$ cat src/rtl/dcl_pkg.sv
// ============================================================================
// dcl_pkg
// Shared types, sizes and the sigmoid table for the digit classifier.
// ============================================================================
package dcl_pkg;

    localparam int N_INPUTS    = 784;
    localparam int N_HIDDEN    = 16;
    localparam int N_CLASSES   = 10;
    localparam int DATA_W      = 16;
    localparam int FRAC_BITS   = 12;
    localparam int ACT_W       = 12;
    localparam int L2_BASE     = N_HIDDEN * (N_INPUTS + 1);
    localparam int L3_BASE     = L2_BASE + N_HIDDEN * (N_HIDDEN + 1);
    localparam int PARAM_DEPTH = L3_BASE + N_CLASSES * (N_HIDDEN + 1);
    localparam int PADDR_W     = $clog2(PARAM_DEPTH);
    localparam int IADDR_W     = $clog2(N_INPUTS);
    localparam int J_W         = $clog2(N_INPUTS + 1);
    localparam int NRN_W       = $clog2(N_HIDDEN);
    localparam int HSEL_W      = $clog2(N_HIDDEN);
    localparam int CLS_W       = 4;
    localparam int CNT_W       = 20;
    localparam int PROD_W      = 2 * DATA_W + 1;
    // 784 products of 2^30 plus a shifted bias stay well inside 44 bits
    localparam int ACC_W       = 44;
    localparam int IDX_SHIFT   = 2 * FRAC_BITS - 4;
    localparam int LAYER_W     = 2;

    localparam logic [J_W-1:0]     L1_FAN_IN  = J_W'(N_INPUTS);
    localparam logic [J_W-1:0]     L23_FAN_IN = J_W'(N_HIDDEN);
    localparam logic [NRN_W:0]     HID_LAST   = (NRN_W+1)'(N_HIDDEN - 1);
    localparam logic [NRN_W:0]     CLS_LAST_N = (NRN_W+1)'(N_CLASSES - 1);
    localparam logic [CLS_W-1:0]   CLS_LAST   = CLS_W'(N_CLASSES - 1);
    localparam logic [CNT_W-1:0]   COUNT_MAX  = {CNT_W{1'b1}};
    localparam logic signed [ACC_W-1:0] IDX_LIM = ACC_W'(64'd128 << IDX_SHIFT);

    localparam logic [LAYER_W-1:0] LAYER_1    = 2'd0;
    localparam logic [LAYER_W-1:0] LAYER_2    = 2'd1;
    localparam logic [LAYER_W-1:0] LAYER_3    = 2'd2;
    localparam logic [LAYER_W-1:0] LAYER_DONE = 2'd3;

    typedef enum logic [2:0] {
        ST_IDLE,
        ST_RUN,
        ST_WAIT,
        ST_ARGMAX,
        ST_DONE
    } t_state;

    // one MAC step issued by the sequencer
    typedef struct packed {
        logic               valid;
        logic               bias;
        logic [LAYER_W-1:0] layer;
        logic [NRN_W-1:0]   nrn;
        logic [HSEL_W-1:0]  sel;
    } t_issue;

    typedef logic [ACT_W-1:0] t_sig_rom [256];

    // elaboration-time table build; restoring division, no divider in hardware
    function automatic t_sig_rom build_sig_rom();
        t_sig_rom    rom;
        logic [63:0] e [129];
        logic [63:0] num;
        logic [63:0] den;
        logic [63:0] q;
        logic [63:0] r;
        e[0] = 64'd1 << 30;
        for (int m = 0; m < 128; m++) begin
            e[m+1] = (e[m] * 64'd1008687095 + (64'd1 << 29)) >> 30;
        end
        for (int k = 0; k < 256; k++) begin
            if (k >= 128) begin
                den = (64'd1 << 30) + e[k-128];
                num = 64'd1 << 42;
            end else begin
                den = (64'd1 << 30) + e[128-k];
                num = e[128-k] << 12;
            end
            num = num + (den >> 1);
            q = '0;
            r = '0;
            for (int b = 63; b >= 0; b--) begin
                r = {r[62:0], num[b]};
                if (r >= den) begin
                    r = r - den;
                    q[b] = 1'b1;
                end
            end
            rom[k] = (q > 64'd4095) ? 12'hfff : q[ACT_W-1:0];
        end
        return rom;
    endfunction

    localparam t_sig_rom SIG_ROM = build_sig_rom();

endpackage

$ cat src/rtl/dcl_seq.sv
// ============================================================================
// dcl_seq
// Pass sequencer: walks the parameter store, drains between layers, runs the
// argmax and produces the result.
// ============================================================================
module dcl_seq (
    input  logic                          i_clk,
    input  logic                          i_rst_n,
    input  logic                          i_go,
    input  logic [3:0]                    i_label,
    input  logic                          i_pipe_empty,
    input  logic [dcl_pkg::ACT_W-1:0]     i_out_act,
    output logic                          o_busy,
    output dcl_pkg::t_issue               o_issue,
    output logic [dcl_pkg::PADDR_W-1:0]   o_paddr,
    output logic [dcl_pkg::IADDR_W-1:0]   o_iaddr,
    output logic [dcl_pkg::CLS_W-1:0]     o_out_sel,
    output logic                          o_result_valid,
    output logic [dcl_pkg::CLS_W-1:0]     o_class,
    output logic                          o_correct,
    output logic [dcl_pkg::CNT_W-1:0]     o_count
);

    dcl_pkg::t_state                r_state, n_state;
    logic [dcl_pkg::J_W-1:0]        r_j, n_j;
    logic [dcl_pkg::NRN_W:0]        r_nrn, n_nrn;
    logic [dcl_pkg::LAYER_W-1:0]    r_layer, n_layer;
    logic [dcl_pkg::PADDR_W-1:0]    r_paddr, n_paddr;
    logic [dcl_pkg::CLS_W-1:0]      r_k, n_k;
    logic [dcl_pkg::CLS_W-1:0]      r_best, n_best;
    logic [dcl_pkg::ACT_W-1:0]      r_best_val, n_best_val;
    logic [3:0]                     r_label, n_label;
    logic [dcl_pkg::CNT_W-1:0]      r_count, n_count;
    logic                           r_res_valid, n_res_valid;
    logic [dcl_pkg::CLS_W-1:0]      r_class, n_class;
    logic                           r_correct, n_correct;

    logic [dcl_pkg::J_W-1:0]        fan_in;
    logic [dcl_pkg::NRN_W:0]        nrn_last;
    logic                           hit;

    always_ff @(posedge i_clk) begin
        if (!i_rst_n) begin
            r_state     <= dcl_pkg::ST_IDLE;
            r_count     <= '0;
            r_res_valid <= 1'b0;
        end else begin
            r_state     <= n_state;
            r_count     <= n_count;
            r_res_valid <= n_res_valid;
        end
        r_j        <= n_j;
        r_nrn      <= n_nrn;
        r_layer    <= n_layer;
        r_paddr    <= n_paddr;
        r_k        <= n_k;
        r_best     <= n_best;
        r_best_val <= n_best_val;
        r_label    <= n_label;
        r_class    <= n_class;
        r_correct  <= n_correct;
    end

    always_comb begin
        n_state     = r_state;
        n_j         = r_j;
        n_nrn       = r_nrn;
        n_layer     = r_layer;
        n_paddr     = r_paddr;
        n_k         = r_k;
        n_best      = r_best;
        n_best_val  = r_best_val;
        n_label     = r_label;
        n_count     = r_count;
        n_res_valid = 1'b0;
        n_class     = r_class;
        n_correct   = r_correct;

        fan_in   = (r_layer == dcl_pkg::LAYER_1) ? dcl_pkg::L1_FAN_IN : dcl_pkg::L23_FAN_IN;
        nrn_last = (r_layer == dcl_pkg::LAYER_3) ? dcl_pkg::CLS_LAST_N : dcl_pkg::HID_LAST;
        hit      = (r_best == r_label);

        o_issue.valid = 1'b0;
        o_issue.bias  = (r_j == fan_in);
        o_issue.layer = r_layer;
        o_issue.nrn   = r_nrn[dcl_pkg::NRN_W-1:0];
        o_issue.sel   = r_j[dcl_pkg::HSEL_W-1:0];

        unique case (r_state)
            dcl_pkg::ST_IDLE: begin
                if (i_go) begin
                    n_label = i_label;
                    n_j     = '0;
                    n_nrn   = '0;
                    n_layer = dcl_pkg::LAYER_1;
                    n_paddr = '0;
                    n_state = dcl_pkg::ST_RUN;
                end
            end
            dcl_pkg::ST_RUN: begin
                o_issue.valid = 1'b1;
                n_paddr = r_paddr + 1'b1;
                if (r_j == fan_in) begin
                    n_j = '0;
                    if (r_nrn == nrn_last) begin
                        n_nrn   = '0;
                        n_layer = r_layer + 1'b1;
                        n_state = dcl_pkg::ST_WAIT;
                    end else begin
                        n_nrn = r_nrn + 1'b1;
                    end
                end else begin
                    n_j = r_j + 1'b1;
                end
            end
            dcl_pkg::ST_WAIT: begin
                // next layer reads activations only after the pipe is empty
                if (i_pipe_empty) begin
                    if (r_layer == dcl_pkg::LAYER_DONE) begin
                        n_k     = '0;
                        n_state = dcl_pkg::ST_ARGMAX;
                    end else begin
                        n_state = dcl_pkg::ST_RUN;
                    end
                end
            end
            dcl_pkg::ST_ARGMAX: begin
                if (r_k == '0 || i_out_act > r_best_val) begin
                    n_best     = r_k;
                    n_best_val = i_out_act;
                end
                if (r_k == dcl_pkg::CLS_LAST) begin
                    n_state = dcl_pkg::ST_DONE;
                end else begin
                    n_k = r_k + 1'b1;
                end
            end
            dcl_pkg::ST_DONE: begin
                if (hit && r_count != dcl_pkg::COUNT_MAX) begin
                    n_count = r_count + 1'b1;
                end
                n_class     = r_best;
                n_correct   = hit;
                n_res_valid = 1'b1;
                n_state     = dcl_pkg::ST_IDLE;
            end
            default: n_state = dcl_pkg::ST_IDLE;
        endcase
    end

    assign o_busy         = (r_state != dcl_pkg::ST_IDLE);
    assign o_paddr        = r_paddr;
    assign o_iaddr        = r_j[dcl_pkg::IADDR_W-1:0];
    assign o_out_sel      = r_k;
    assign o_result_valid = r_res_valid;
    assign o_class        = r_class;
    assign o_correct      = r_correct;
    assign o_count        = r_count;

endmodule

$ cat config.mk
export PLATFORM = sky130hd
export DESIGN_NAME = dcl_seq
export DESIGN_NICKNAME = d
export VERILOG_FILES = /design/src/rtl/dcl_pkg.sv /design/src/rtl/dcl_seq.sv
export SDC_FILE = /design/constraint.sdc
export NUM_CORES = 1
export LEC_CHECK = 0
export BUFFER_PORTS_ARGS = -buffer_cell sky130_fd_sc_hd__buf_2
export CORE_MARGIN = 8
export CORE_UTILIZATION = 41
export CTS_CLUSTER_SIZE = 28
export DETAILED_ROUTE_END_ITERATION = 16
export GPL_ROUTABILITY_DRIVEN = 0
export PLACE_DENSITY = 0.72
export RECOVER_POWER = 50
export SYNTH_ARGS = -nofsm -noshare
export SYNTH_HDL_FRONTEND = slang
export SYNTH_SLANG_ARGS = --single-unit
export TNS_END_PERCENT = 100
$ cat constraint.sdc
create_clock -name i_clk -period 3.45 [get_ports i_clk]
set_input_delay 0.69 -clock i_clk [delete_from_list [all_inputs] [get_ports i_clk]]
set_output_delay 0.69 -clock i_clk [all_outputs]
set_load 0.005 [all_outputs]
==> out/results.ini <==
[global_routing]
overflow = 0
track_usage = 0.133
grt_first_pass_wirelength_um = 15500
grt_pass1_vias = 3264
antenna_found_initial = 0
grt_max_degree = 29

[route]
dr.pass1.iters = 4
drc = 0
postRouteAntennaNets = 0
drt_wl_total_um = 9330
drt_iter0_drc = 239
wire_per_inst_um = 14.9
vias = 3220
viasPerCell = 5.15

[power]
p_leak_uw = 0.00182
irDropWorstVdd_v = 0.000374
p_per_area_nw_per_um2 = 594

[logic_synthesis]
synth.yosys.seq_area_share = 0.536
ys_top_cells_by_count = 60 x edfxtp_1, 44 x nor2_1, 29 x inv_1
yosys-top-cells-area = edfxtp_1 42%, dfxtp_1 11%, ha_1 6.8%
syn-mean-instance-area_um2 = 10.6
ys_types = 47
synth_top_area_frac = 0.423
yosysWarnings = 0
synth_fp_nets = 446
syn-cell-area_um2 = 4260
synth_edf_count = 60
synth_ff_type = edfxtp_1
yosys.area.top_type = edfxtp_1
synth-seq-cells = 84
synthMostInstantiatedCell = edfxtp_1
syn_inst = 403
synth-async-reset-ratio = 0

[timing]
fin_skew_ns = 0.0158
relSlewSlack = 0.364
fmaxAchievable_ghz = 0.344
rsz0062_at_grt = no
worst_pin_slew_ns = 0.954
slew_viol_final = 0
min_period_ns = 2.90
min_period_over_period = 0.842
hold_violations = 0
setup_tns_ns = 0
fin_ws_ns = 0.545
setup_violations = 0

[critical_path]
slowest_stage = edfxtp_1
cp-end-kind = primary output
worstSetupPathType = reg2out
cp_cell_sequence = inv_1 -> ha_1 -> or4b_1 -> a2111oi_2 -> buf_2
critPathLaunchType = flip-flop
worstRegToRegCells = 6
crit_arrival_ns = 2.21
worstPathMaxFanout = 7
cpPeakStageDelay_ns = 0.49
cp.required_ns = 2.76

[layout]
layout-drive-gt1-share = 0.127
fill_cells = 973
seq_area_um2 = 2280
nNetsFinal = 527
design_area_um2 = 4890
antenna_cells = 0
multi_input_area_um2 = 1750
synthToLayoutAreaGrowth_pct = 15.0

[floorplanning]
die-area_um2 = 13900
coreArea_um2 = 10200
initial_core_util = 0.418
io_pins = 87
fp.dieH_um = 118
die_w_um = 118
rows = 37

[clock_tree]
ctsResizeCount = 0
htree_num_levels = 3
cts_tree = done
cts_setup_buffers = 0
hold_buffers = 0
cts.clk_slew.worst_paths_ns = 0.10
clockBufferDepth = 2
clock_sinks = 84
cts_root_buf = clkbuf_8
numCtsBuffers = 9
clock_latency_ns = 0.36

[place]
io_buffers = 86
hpwl_um = 6900
dpl-instance-area_um2 = 4790
post-place-ws_ns = 0.747

[worst_hold_path]
whs_path_depth = 2
hold_class = reg2reg

[run_status]
outcome = complete, no violations

[flow_run]
cap_violations = 0

-- registers in the layout (all words and copies together) (netlist names) --
signal / flops
o_count: 20
o_paddr: 14
r_best_val: 12
o_iaddr: 10
r_nrn: 5
o_class: 4
o_out_sel: 4
r_best: 4
r_label: 4
r_state: 3
r_layer: 2
o_correct: 1
o_result_valid: 1
-- cell families (layout without fill, tap and decap cells) --
family | Yosys count | in the layout | share of synthesized area
simple gates | 158 | 158 | 0.197
compound gates | 54 | 54 | 0.0770
fa+ha+maj | 23 | 23 | 0.0676
mux | 4 | 4 | 0.00941
xor+xnor | 29 | 29 | 0.0597
flops | 84 | 84 | 0.536
buf+inv | 51 | 137 | 0.0529
-- worst paths after layout --
| check | start | endpoint | slack [ns] |
|---|---|---|---|
| setup / recovery | o_iaddr[0] | o_issue[10] | 0.55 |
| setup reg to reg | o_iaddr[0] | r_nrn[3] | 0.70 |
| hold reg to reg | o_count[8] | o_count[8] | 0.50 |
| hold / removal | o_count[8] | o_count[8] | 0.50 |
-- worst max-delay path: cells and delay by family, from the launching register on --
family | cells | cell delay, ns
buf+inv | 2 | 0.30
compound gates | 1 | 0.47
flops | 1 | 0.49
fa+ha+maj | 1 | 0.14
simple gates | 1 | 0.45
-- report_power, final --
group / leakage, uW / switching (uW) / internal [uW]
logic: 0.000962 / 412 / 302
registers: 0.000770 / 216 / 1320
clock network: 0.0000898 / 382 / 272
-- routing by layer --
metal | global-route usage | part of all wire | up-vias
li1 | - | - | 1600
met1 | 0.158 | 0.46 | 1509
met2 | 0.216 | 0.46 | 96
met3 | 0.0446 | 0.068 | 15
met4 | 0.0536 | 0.016 | 0
met5 | 0 | 0 | -
-- layout by cell type (no fill, tap or decap), types with 4 or more instances in the layout --
| master | netlist | routed |
|---|---|---|
| edfxtp_1 | 60 | 60 |
| clkbuf_1 | 9 | 50 |
| nor2_1 | 44 | 44 |
| buf_2 | 3 | 38 |
| inv_1 | 29 | 30 |
| nand2_1 | 24 | 24 |
| a21oi_1 | 24 | 24 |
| dfxtp_1 | 24 | 24 |
| ha_1 | 23 | 23 |
| nand3_1 | 15 | 15 |
| xor2_1 | 15 | 15 |
| xnor2_1 | 14 | 14 |
| and3_1 | 12 | 12 |
| or3_1 | 9 | 9 |
| nand4_1 | 9 | 9 |
| clkbuf_8 | 0 | 9 |
| o31ai_1 | 8 | 8 |
| or4_1 | 8 | 8 |
| nand2b_1 | 7 | 7 |
| o21ai_1 | 6 | 6 |
| nor3_1 | 5 | 5 |
| nor4_1 | 5 | 5 |
| mux2i_1 | 4 | 4 |
| and4_1 | 4 | 4 |
-- stage by stage --
stage,util,std cells,hold slack (ns),total power (uW)
4_1_cts,0.488,625,0.495,2960
2_1_floorplan,-,403,0.449,1990
5_1_grt,0.481,625,0.499,3100
3_5_place_dp,0.470,609,0.473,2300
3_3_place_gp,0.470,609,0.468,2270
6_report,0.481,625,0.499,2910
-- layout make-up --
type | instances | share of cell area
Clock inverter | 7 | 0.0118
Multi-Input combinational cell | 268 | 0.357
Inverter | 30 | 0.0230
Timing Repair Buffer | 91 | 0.0818
Clock buffer | 9 | 0.0253
Sequential cell | 84 | 0.466
Tap cell | 136 | 0.0348
Note: power is estimated with default switching activity, not from simulation.
