$ cat src/rtl/dcl_pkg.sv
// ============================================================================
// dcl_pkg
// Shared types, sizes and the sigmoid table for the digit classifier.
// ============================================================================
package dcl_pkg;

    localparam int N_INPUTS    = 784;
    localparam int N_HIDDEN    = 16;
    localparam int N_CLASSES   = 10;
    localparam int DATA_W      = 16;
    localparam int FRAC_BITS   = 12;
    localparam int ACT_W       = 12;
    localparam int L2_BASE     = N_HIDDEN * (N_INPUTS + 1);
    localparam int L3_BASE     = L2_BASE + N_HIDDEN * (N_HIDDEN + 1);
    localparam int PARAM_DEPTH = L3_BASE + N_CLASSES * (N_HIDDEN + 1);
    localparam int PADDR_W     = $clog2(PARAM_DEPTH);
    localparam int IADDR_W     = $clog2(N_INPUTS);
    localparam int J_W         = $clog2(N_INPUTS + 1);
    localparam int NRN_W       = $clog2(N_HIDDEN);
    localparam int HSEL_W      = $clog2(N_HIDDEN);
    localparam int CLS_W       = 4;
    localparam int CNT_W       = 20;
    localparam int PROD_W      = 2 * DATA_W + 1;
    // 784 products of 2^30 plus a shifted bias stay well inside 44 bits
    localparam int ACC_W       = 44;
    localparam int IDX_SHIFT   = 2 * FRAC_BITS - 4;
    localparam int LAYER_W     = 2;

    localparam logic [J_W-1:0]     L1_FAN_IN  = J_W'(N_INPUTS);
    localparam logic [J_W-1:0]     L23_FAN_IN = J_W'(N_HIDDEN);
    localparam logic [NRN_W:0]     HID_LAST   = (NRN_W+1)'(N_HIDDEN - 1);
    localparam logic [NRN_W:0]     CLS_LAST_N = (NRN_W+1)'(N_CLASSES - 1);
    localparam logic [CLS_W-1:0]   CLS_LAST   = CLS_W'(N_CLASSES - 1);
    localparam logic [CNT_W-1:0]   COUNT_MAX  = {CNT_W{1'b1}};
    localparam logic signed [ACC_W-1:0] IDX_LIM = ACC_W'(64'd128 << IDX_SHIFT);

    localparam logic [LAYER_W-1:0] LAYER_1    = 2'd0;
    localparam logic [LAYER_W-1:0] LAYER_2    = 2'd1;
    localparam logic [LAYER_W-1:0] LAYER_3    = 2'd2;
    localparam logic [LAYER_W-1:0] LAYER_DONE = 2'd3;

    typedef enum logic [2:0] {
        ST_IDLE,
        ST_RUN,
        ST_WAIT,
        ST_ARGMAX,
        ST_DONE
    } t_state;

    // one MAC step issued by the sequencer
    typedef struct packed {
        logic               valid;
        logic               bias;
        logic [LAYER_W-1:0] layer;
        logic [NRN_W-1:0]   nrn;
        logic [HSEL_W-1:0]  sel;
    } t_issue;

    typedef logic [ACT_W-1:0] t_sig_rom [256];

    // elaboration-time table build; restoring division, no divider in hardware
    function automatic t_sig_rom build_sig_rom();
        t_sig_rom    rom;
        logic [63:0] e [129];
        logic [63:0] num;
        logic [63:0] den;
        logic [63:0] q;
        logic [63:0] r;
        e[0] = 64'd1 << 30;
        for (int m = 0; m < 128; m++) begin
            e[m+1] = (e[m] * 64'd1008687095 + (64'd1 << 29)) >> 30;
        end
        for (int k = 0; k < 256; k++) begin
            if (k >= 128) begin
                den = (64'd1 << 30) + e[k-128];
                num = 64'd1 << 42;
            end else begin
                den = (64'd1 << 30) + e[128-k];
                num = e[128-k] << 12;
            end
            num = num + (den >> 1);
            q = '0;
            r = '0;
            for (int b = 63; b >= 0; b--) begin
                r = {r[62:0], num[b]};
                if (r >= den) begin
                    r = r - den;
                    q[b] = 1'b1;
                end
            end
            rom[k] = (q > 64'd4095) ? 12'hfff : q[ACT_W-1:0];
        end
        return rom;
    endfunction

    localparam t_sig_rom SIG_ROM = build_sig_rom();

endpackage

$ cat src/rtl/dcl_engine.sv
// ============================================================================
// dcl_engine
// MAC pipeline: operand select, multiply, accumulate, sigmoid and the
// activation registers of all three layers.
// ============================================================================
module dcl_engine (
    input  logic                        i_clk,
    input  logic                        i_rst_n,
    input  dcl_pkg::t_issue             i_issue,
    input  logic signed [dcl_pkg::DATA_W-1:0] i_weight,
    input  logic signed [dcl_pkg::DATA_W-1:0] i_pixel,
    input  logic [dcl_pkg::CLS_W-1:0]   i_out_sel,
    output logic                        o_pipe_empty,
    output logic [dcl_pkg::ACT_W-1:0]   o_out_act
);

    logic [dcl_pkg::ACT_W-1:0] r_h1  [dcl_pkg::N_HIDDEN];
    logic [dcl_pkg::ACT_W-1:0] r_h2  [dcl_pkg::N_HIDDEN];
    logic [dcl_pkg::ACT_W-1:0] r_out [dcl_pkg::N_CLASSES];

    dcl_pkg::t_issue                    r_b;
    logic [dcl_pkg::ACT_W-1:0]          r_b_act;
    logic                               r_c_valid;
    logic                               r_c_bias;
    logic [dcl_pkg::LAYER_W-1:0]        r_c_layer;
    logic [dcl_pkg::NRN_W-1:0]          r_c_nrn;
    logic signed [dcl_pkg::ACC_W-1:0]   r_c_prod;
    logic signed [dcl_pkg::ACC_W-1:0]   r_acc;
    logic                               r_d_valid;
    logic [dcl_pkg::LAYER_W-1:0]        r_d_layer;
    logic [dcl_pkg::NRN_W-1:0]          r_d_nrn;
    logic signed [dcl_pkg::ACC_W-1:0]   r_d_sum;

    logic signed [dcl_pkg::DATA_W:0]    x_op;
    logic signed [dcl_pkg::PROD_W-1:0]  prod;
    logic signed [dcl_pkg::ACC_W-1:0]   acc_sum;
    logic signed [dcl_pkg::ACC_W-1:0]   idx_base;
    logic [7:0]                         sig_idx;
    logic [dcl_pkg::ACT_W-1:0]          act_val;

    function automatic logic signed [dcl_pkg::ACC_W-1:0] ACC_W_SHIFT(
        input logic signed [dcl_pkg::DATA_W-1:0] w
    );
        return dcl_pkg::ACC_W'(w) <<< dcl_pkg::FRAC_BITS;
    endfunction

    // stage A: fetch activation operand alongside the RAM reads
    always_ff @(posedge i_clk) begin
        if (!i_rst_n) begin
            r_b.valid <= 1'b0;
        end else begin
            r_b.valid <= i_issue.valid;
        end
        r_b.bias  <= i_issue.bias;
        r_b.layer <= i_issue.layer;
        r_b.nrn   <= i_issue.nrn;
        r_b.sel   <= i_issue.sel;
        r_b_act   <= (i_issue.layer == dcl_pkg::LAYER_2) ? r_h1[i_issue.sel]
                                                         : r_h2[i_issue.sel];
    end

    // stage B: multiply
    always_comb begin
        x_op = (r_b.layer == dcl_pkg::LAYER_1) ? {i_pixel[dcl_pkg::DATA_W-1], i_pixel}
                                               : {5'b0, r_b_act};
        prod = x_op * i_weight;
    end

    always_ff @(posedge i_clk) begin
        if (!i_rst_n) begin
            r_c_valid <= 1'b0;
        end else begin
            r_c_valid <= r_b.valid;
        end
        r_c_bias  <= r_b.bias;
        r_c_layer <= r_b.layer;
        r_c_nrn   <= r_b.nrn;
        if (r_b.bias) begin
            r_c_prod <= ACC_W_SHIFT(i_weight);
        end else begin
            r_c_prod <= dcl_pkg::ACC_W'(prod);
        end
    end

    // stage C: accumulate, bias closes the neuron
    assign acc_sum = r_acc + r_c_prod;

    always_ff @(posedge i_clk) begin
        if (!i_rst_n) begin
            r_acc     <= '0;
            r_d_valid <= 1'b0;
        end else begin
            r_d_valid <= r_c_valid && r_c_bias;
            if (r_c_valid) begin
                r_acc <= r_c_bias ? '0 : acc_sum;
            end
        end
        r_d_sum   <= acc_sum;
        r_d_layer <= r_c_layer;
        r_d_nrn   <= r_c_nrn;
    end

    // stage D: sigmoid lookup and write-back
    always_comb begin
        idx_base = r_d_sum + dcl_pkg::IDX_LIM;
        if (r_d_sum >= dcl_pkg::IDX_LIM) begin
            sig_idx = 8'd255;
        end else if (r_d_sum < -dcl_pkg::IDX_LIM) begin
            sig_idx = 8'd0;
        end else begin
            sig_idx = idx_base[dcl_pkg::IDX_SHIFT +: 8];
        end
        act_val = dcl_pkg::SIG_ROM[sig_idx];
    end

    always_ff @(posedge i_clk) begin
        if (r_d_valid) begin
            unique case (r_d_layer)
                dcl_pkg::LAYER_1: r_h1[r_d_nrn] <= act_val;
                dcl_pkg::LAYER_2: r_h2[r_d_nrn] <= act_val;
                default:          r_out[r_d_nrn[dcl_pkg::CLS_W-1:0]] <= act_val;
            endcase
        end
    end

    assign o_pipe_empty = !r_b.valid && !r_c_valid && !r_d_valid;
    assign o_out_act    = r_out[i_out_sel];

endmodule

$ cat config.mk
export PLATFORM = sky130hd
export DESIGN_NAME = dcl_engine
export DESIGN_NICKNAME = d
export VERILOG_FILES = /design/src/rtl/dcl_pkg.sv /design/src/rtl/dcl_engine.sv
export SDC_FILE = /design/constraint.sdc
export NUM_CORES = 2
export LEC_CHECK = 0
export ABC_AREA = 1
export BUFFER_PORTS_ARGS = -buffer_cell sky130_fd_sc_hd__buf_4
export CORE_ASPECT_RATIO = 1.75
export CORE_MARGIN = 5
export CORE_UTILIZATION = 56
export CTS_CLUSTER_SIZE = 24
export DETAILED_ROUTE_END_ITERATION = 10
export PLACE_DENSITY = 0.72
export SYNTH_ARGS = -nofsm -noshare
export SYNTH_HDL_FRONTEND = slang
export SYNTH_SLANG_ARGS = --single-unit
$ cat constraint.sdc
create_clock -name i_clk -period 15.6 [get_ports i_clk]
set_input_delay 1.56 -clock i_clk [delete_from_list [all_inputs] [get_ports i_clk]]
set_output_delay 1.56 -clock i_clk [all_outputs]
set_load 0.01 [all_outputs]
==> flow_metrics.py <==
metrics = {
    "status": {
        "status": "completed",
    },
    "die": {
        "pin_count": 63,
        "die_y_um": 361,
        "start_util": 0.565,
        "rows": 128,
        "die-area_um2": 75900,
        "die-width_um": 210,
        "core_um2": 69700,
    },
    "drt": {
        "drt_iter0_drc": 2910,
        "antenna_left": 0,
        "routed_wl_mm": 116,
        "dr.pass1.iters": 9,
        "wire_per_inst_um": 22.5,
        "vias": 30400,
        "viasPerCell": 5.91,
        "drc": 0,
    },
    "logic_synthesis": {
        "syn_avg_cell_area_um2": 9.41,
        "synth_flop_cell": "edfxtp_1",
        "synth_nets": 4641,
        "synth_top_area_cell": "edfxtp_1",
        "postSynth.asyncResetShare": 0,
        "synth_cells": 4185,
        "syn_area_um2": 39400,
        "postSynthRegisterBits": 640,
        "yosys.area.top_type_share": 0.384,
        "yosysWarnings": 0,
        "synth_cell_types": 52,
        "ys_top_cells_by_area": "edfxtp_1, fa_1, dfxtp_1, nand2_1, nor2_1",
        "synth-edff-count": 504,
        "yosysSeqAreaShare": 0.453,
    },
    "pwr": {
        "peakVddDrop_mv": 0.251,
        "pwr_density_cell_nw_per_um2": 243,
        "p_leak_nw": 17.7,
    },
    "timing": {
        "rsz0062_at_grt": "false",
        "worst_hold_slack_ns": 0.335,
        "slew_headroom": 0.215,
        "maxSlewViolCount": 0,
        "fin_crit_sh": 0.486,
        "clock.fmax_mhz": 132,
        "skew_ns": 0.0563,
        "fin_setup_tns_ns": 0,
        "setup_viol": 0,
        "period_needed_ns": 7.59,
        "worst_slew_pin_slew_ns": 1.17,
        "hold_viol_final": 0,
    },
    "clock_tree": {
        "insertion_delay_ns": 0.65,
        "cts_buffer_depth": 3,
        "cts_post_setup_buffers_inserted": 0,
        "root_buffer": "clkbuf_16",
        "cts_tree": "yes",
        "numCtsBuffers": 55,
        "htreeDepth": 2,
        "ctsHoldBuffers": 0,
        "path_clk_slew_ns": 0.08,
        "clock-sinks": 640,
        "cts_resized": 0,
    },
    "global_route": {
        "grt.total_usage": 0.302,
        "gr-usage-met1": 0.357,
        "antenna_found_initial": 3,
        "use_met3": 0.0363,
        "grt_pass1_wl_mm": 178,
        "grt.busiest_layer": "met2",
        "grt_pass1_vias": 31100,
        "overflow": 0,
        "grtUsageMet2": 0.536,
        "grt_max_degree": 100,
    },
    "setup_path": {
        "crit_required_ns": 16.00,
        "arrival_ns": 7.99,
        "worst_path_most_repeated_cell": "fa_1",
        "start_kind": "input port",
        "cpLargestDelayFamily": "adder cells",
        "crit_fanout": 9,
        "slowest_delay_ns": 0.57,
        "crit_chain": "buf_4 > or2_2 > o21ai_1 > clkinv_1 > nor2_1 > fa_1 > fa_1 > fa_1 > fa_1 > fa_1 > inv_1 > fa_1 > inv_1 > ha_1 > a21oi_1 > o21ai_0 > a21oi_1 > nand3_1 > or2_2 > nand3_1 > o21ai_0",
        "worst-path-buf-inv": 4,
        "cpMaxStageDelayCell": "fa_1",
        "criticalPathCategory": "input port to register",
        "worstSetupEndpointType": "register",
    },
    "layout": {
        "nNetsFinal": 4647,
        "drive_gt1_frac": 0.0647,
        "area_growth_pct": 8.42,
    },
    "place": {
        "hpwl_mm": 82.5,
        "port_buffers": 62,
        "gp_congestion": 1.01,
    },
    "run": {
        "cap_viol_max_count": 0,
    },
    "min_path": {
        "min_path_type": "register to register",
    },
}
-- stage by stage --
step,total power [mW],setup slack (ns),std cells,utilization,area [um2]
after floorplan,6.92,8.48,4185,-,39400
after global placement,8.78,7.60,5044,0.584,40700
after detailed placement,8.83,7.54,5044,0.584,40700
after CTS,10.3,8.18,5147,0.613,42700
after global routing,11.2,7.74,5148,0.613,42700
final,10.4,8.01,5150,0.613,42700
-- final cells by class --
cell class	instances	area, um2
fillers	5878	27000
multi-input cells	2805	18700
flip-flops and latches	640	17900
inverters	572	2150
clock buffers	73	1590
well taps	910	1140
repair buffers	117	878
clock inverters	30	422
diodes	3	7.51
-- final timing paths --
path                                          from                   end  slack, ns  depth (start not counted)
worst max-delay path                    i_pixel[6]  r_c_prod[22]$_DFF_P_       8.01                         21
worst min-delay path            r_c_nrn[3]$_DFF_P_    r_d_nrn[3]$_DFF_P_       0.33                          0
worst max register to register      r_b[9]$_DFF_P_  r_c_prod[22]$_DFF_P_       8.15                         23
worst min register to register  r_c_nrn[3]$_DFF_P_    r_d_nrn[3]$_DFF_P_       0.33                          0
-- flip-flops by register name, summed over array words and instances (netlist names) --
register,count
r_h1,192
r_h2,192
r_out,120
r_acc,44
r_c_prod,33
r_d_sum,24
r_b_act,12
r_b,8
r_c_nrn,4
r_d_nrn,4
r_c_layer,2
r_d_layer,2
r_c_bias,1
r_c_valid,1
r_d_valid,1
-- cells in the final DEF (no fill, tap or decap), types with 13 or more instances in the layout --
cell	n
nor3_1	18
o22ai_1	20
o221ai_1	78
edfxtp_1	504
clkbuf_16	59
or2_2	19
nand4_1	28
xor2_1	34
mux2i_1	36
dfxtp_1	136
clkinv_1	16
nor2_1	583
buf_4	117
o211ai_1	28
nand3_1	203
o21ai_1	21
nand2_1	660
fa_1	268
a31oi_1	24
a21oi_1	187
o21ai_0	347
inv_1	544
o21bai_1	15
ha_1	138
inv_2	13
-- layer usage --
| metal | routed length (um) | vias to the layer above |
|---|---|---|
| li1 | - | 14000 |
| met1 | 41500 | 14700 |
| met2 | 59200 | 1394 |
| met3 | 7550 | 382 |
| met4 | 7440 | 0 |
| met5 | 0 | - |
-- synthesized netlist by cell type, types with 5 or more instances --
cell type    n
nand2_1    660
nor2_1     585
inv_1      547
edfxtp_1   504
o21ai_0    348
fa_1       268
nand3_1    203
a21oi_1    187
ha_1       138
dfxtp_1    136
clkbuf_1   125
o221ai_1    78
mux2i_1     36
xor2_1      34
nand4_1     28
o211ai_1    28
a31oi_1     24
buf_2       22
o21ai_1     21
o22ai_1     20
or2_2       19
nor3_1      18
o21bai_1    15
clkinv_1    14
a21o_1      11
a32oi_1     11
inv_2       11
nand2_2     11
xnor2_1     10
and2_1       9
buf_4        8
buf_6        7
buf_1        6
nand2_4      6
a21boi_0     5
nor4_1       5
o21a_1       5
-- power breakdown --
part	leakage (nW)	internal [mW]	switching (mW)
logic	11.1	1.99	4.35
registers	5.65	2.49	0.0809
clock network	0.981	0.845	0.642
-- kinds of logic after synthesis --
family / synth area share
multiplexers: 0.00915
AO/OA/AOI/OAI: 0.112
adder cells (fa/ha/maj): 0.180
XOR/XNOR: 0.00978
buffers and inverters: 0.0733
flip-flops: 0.453
AND/OR/NAND/NOR: 0.162
Power figures use the tool's default switching activity.
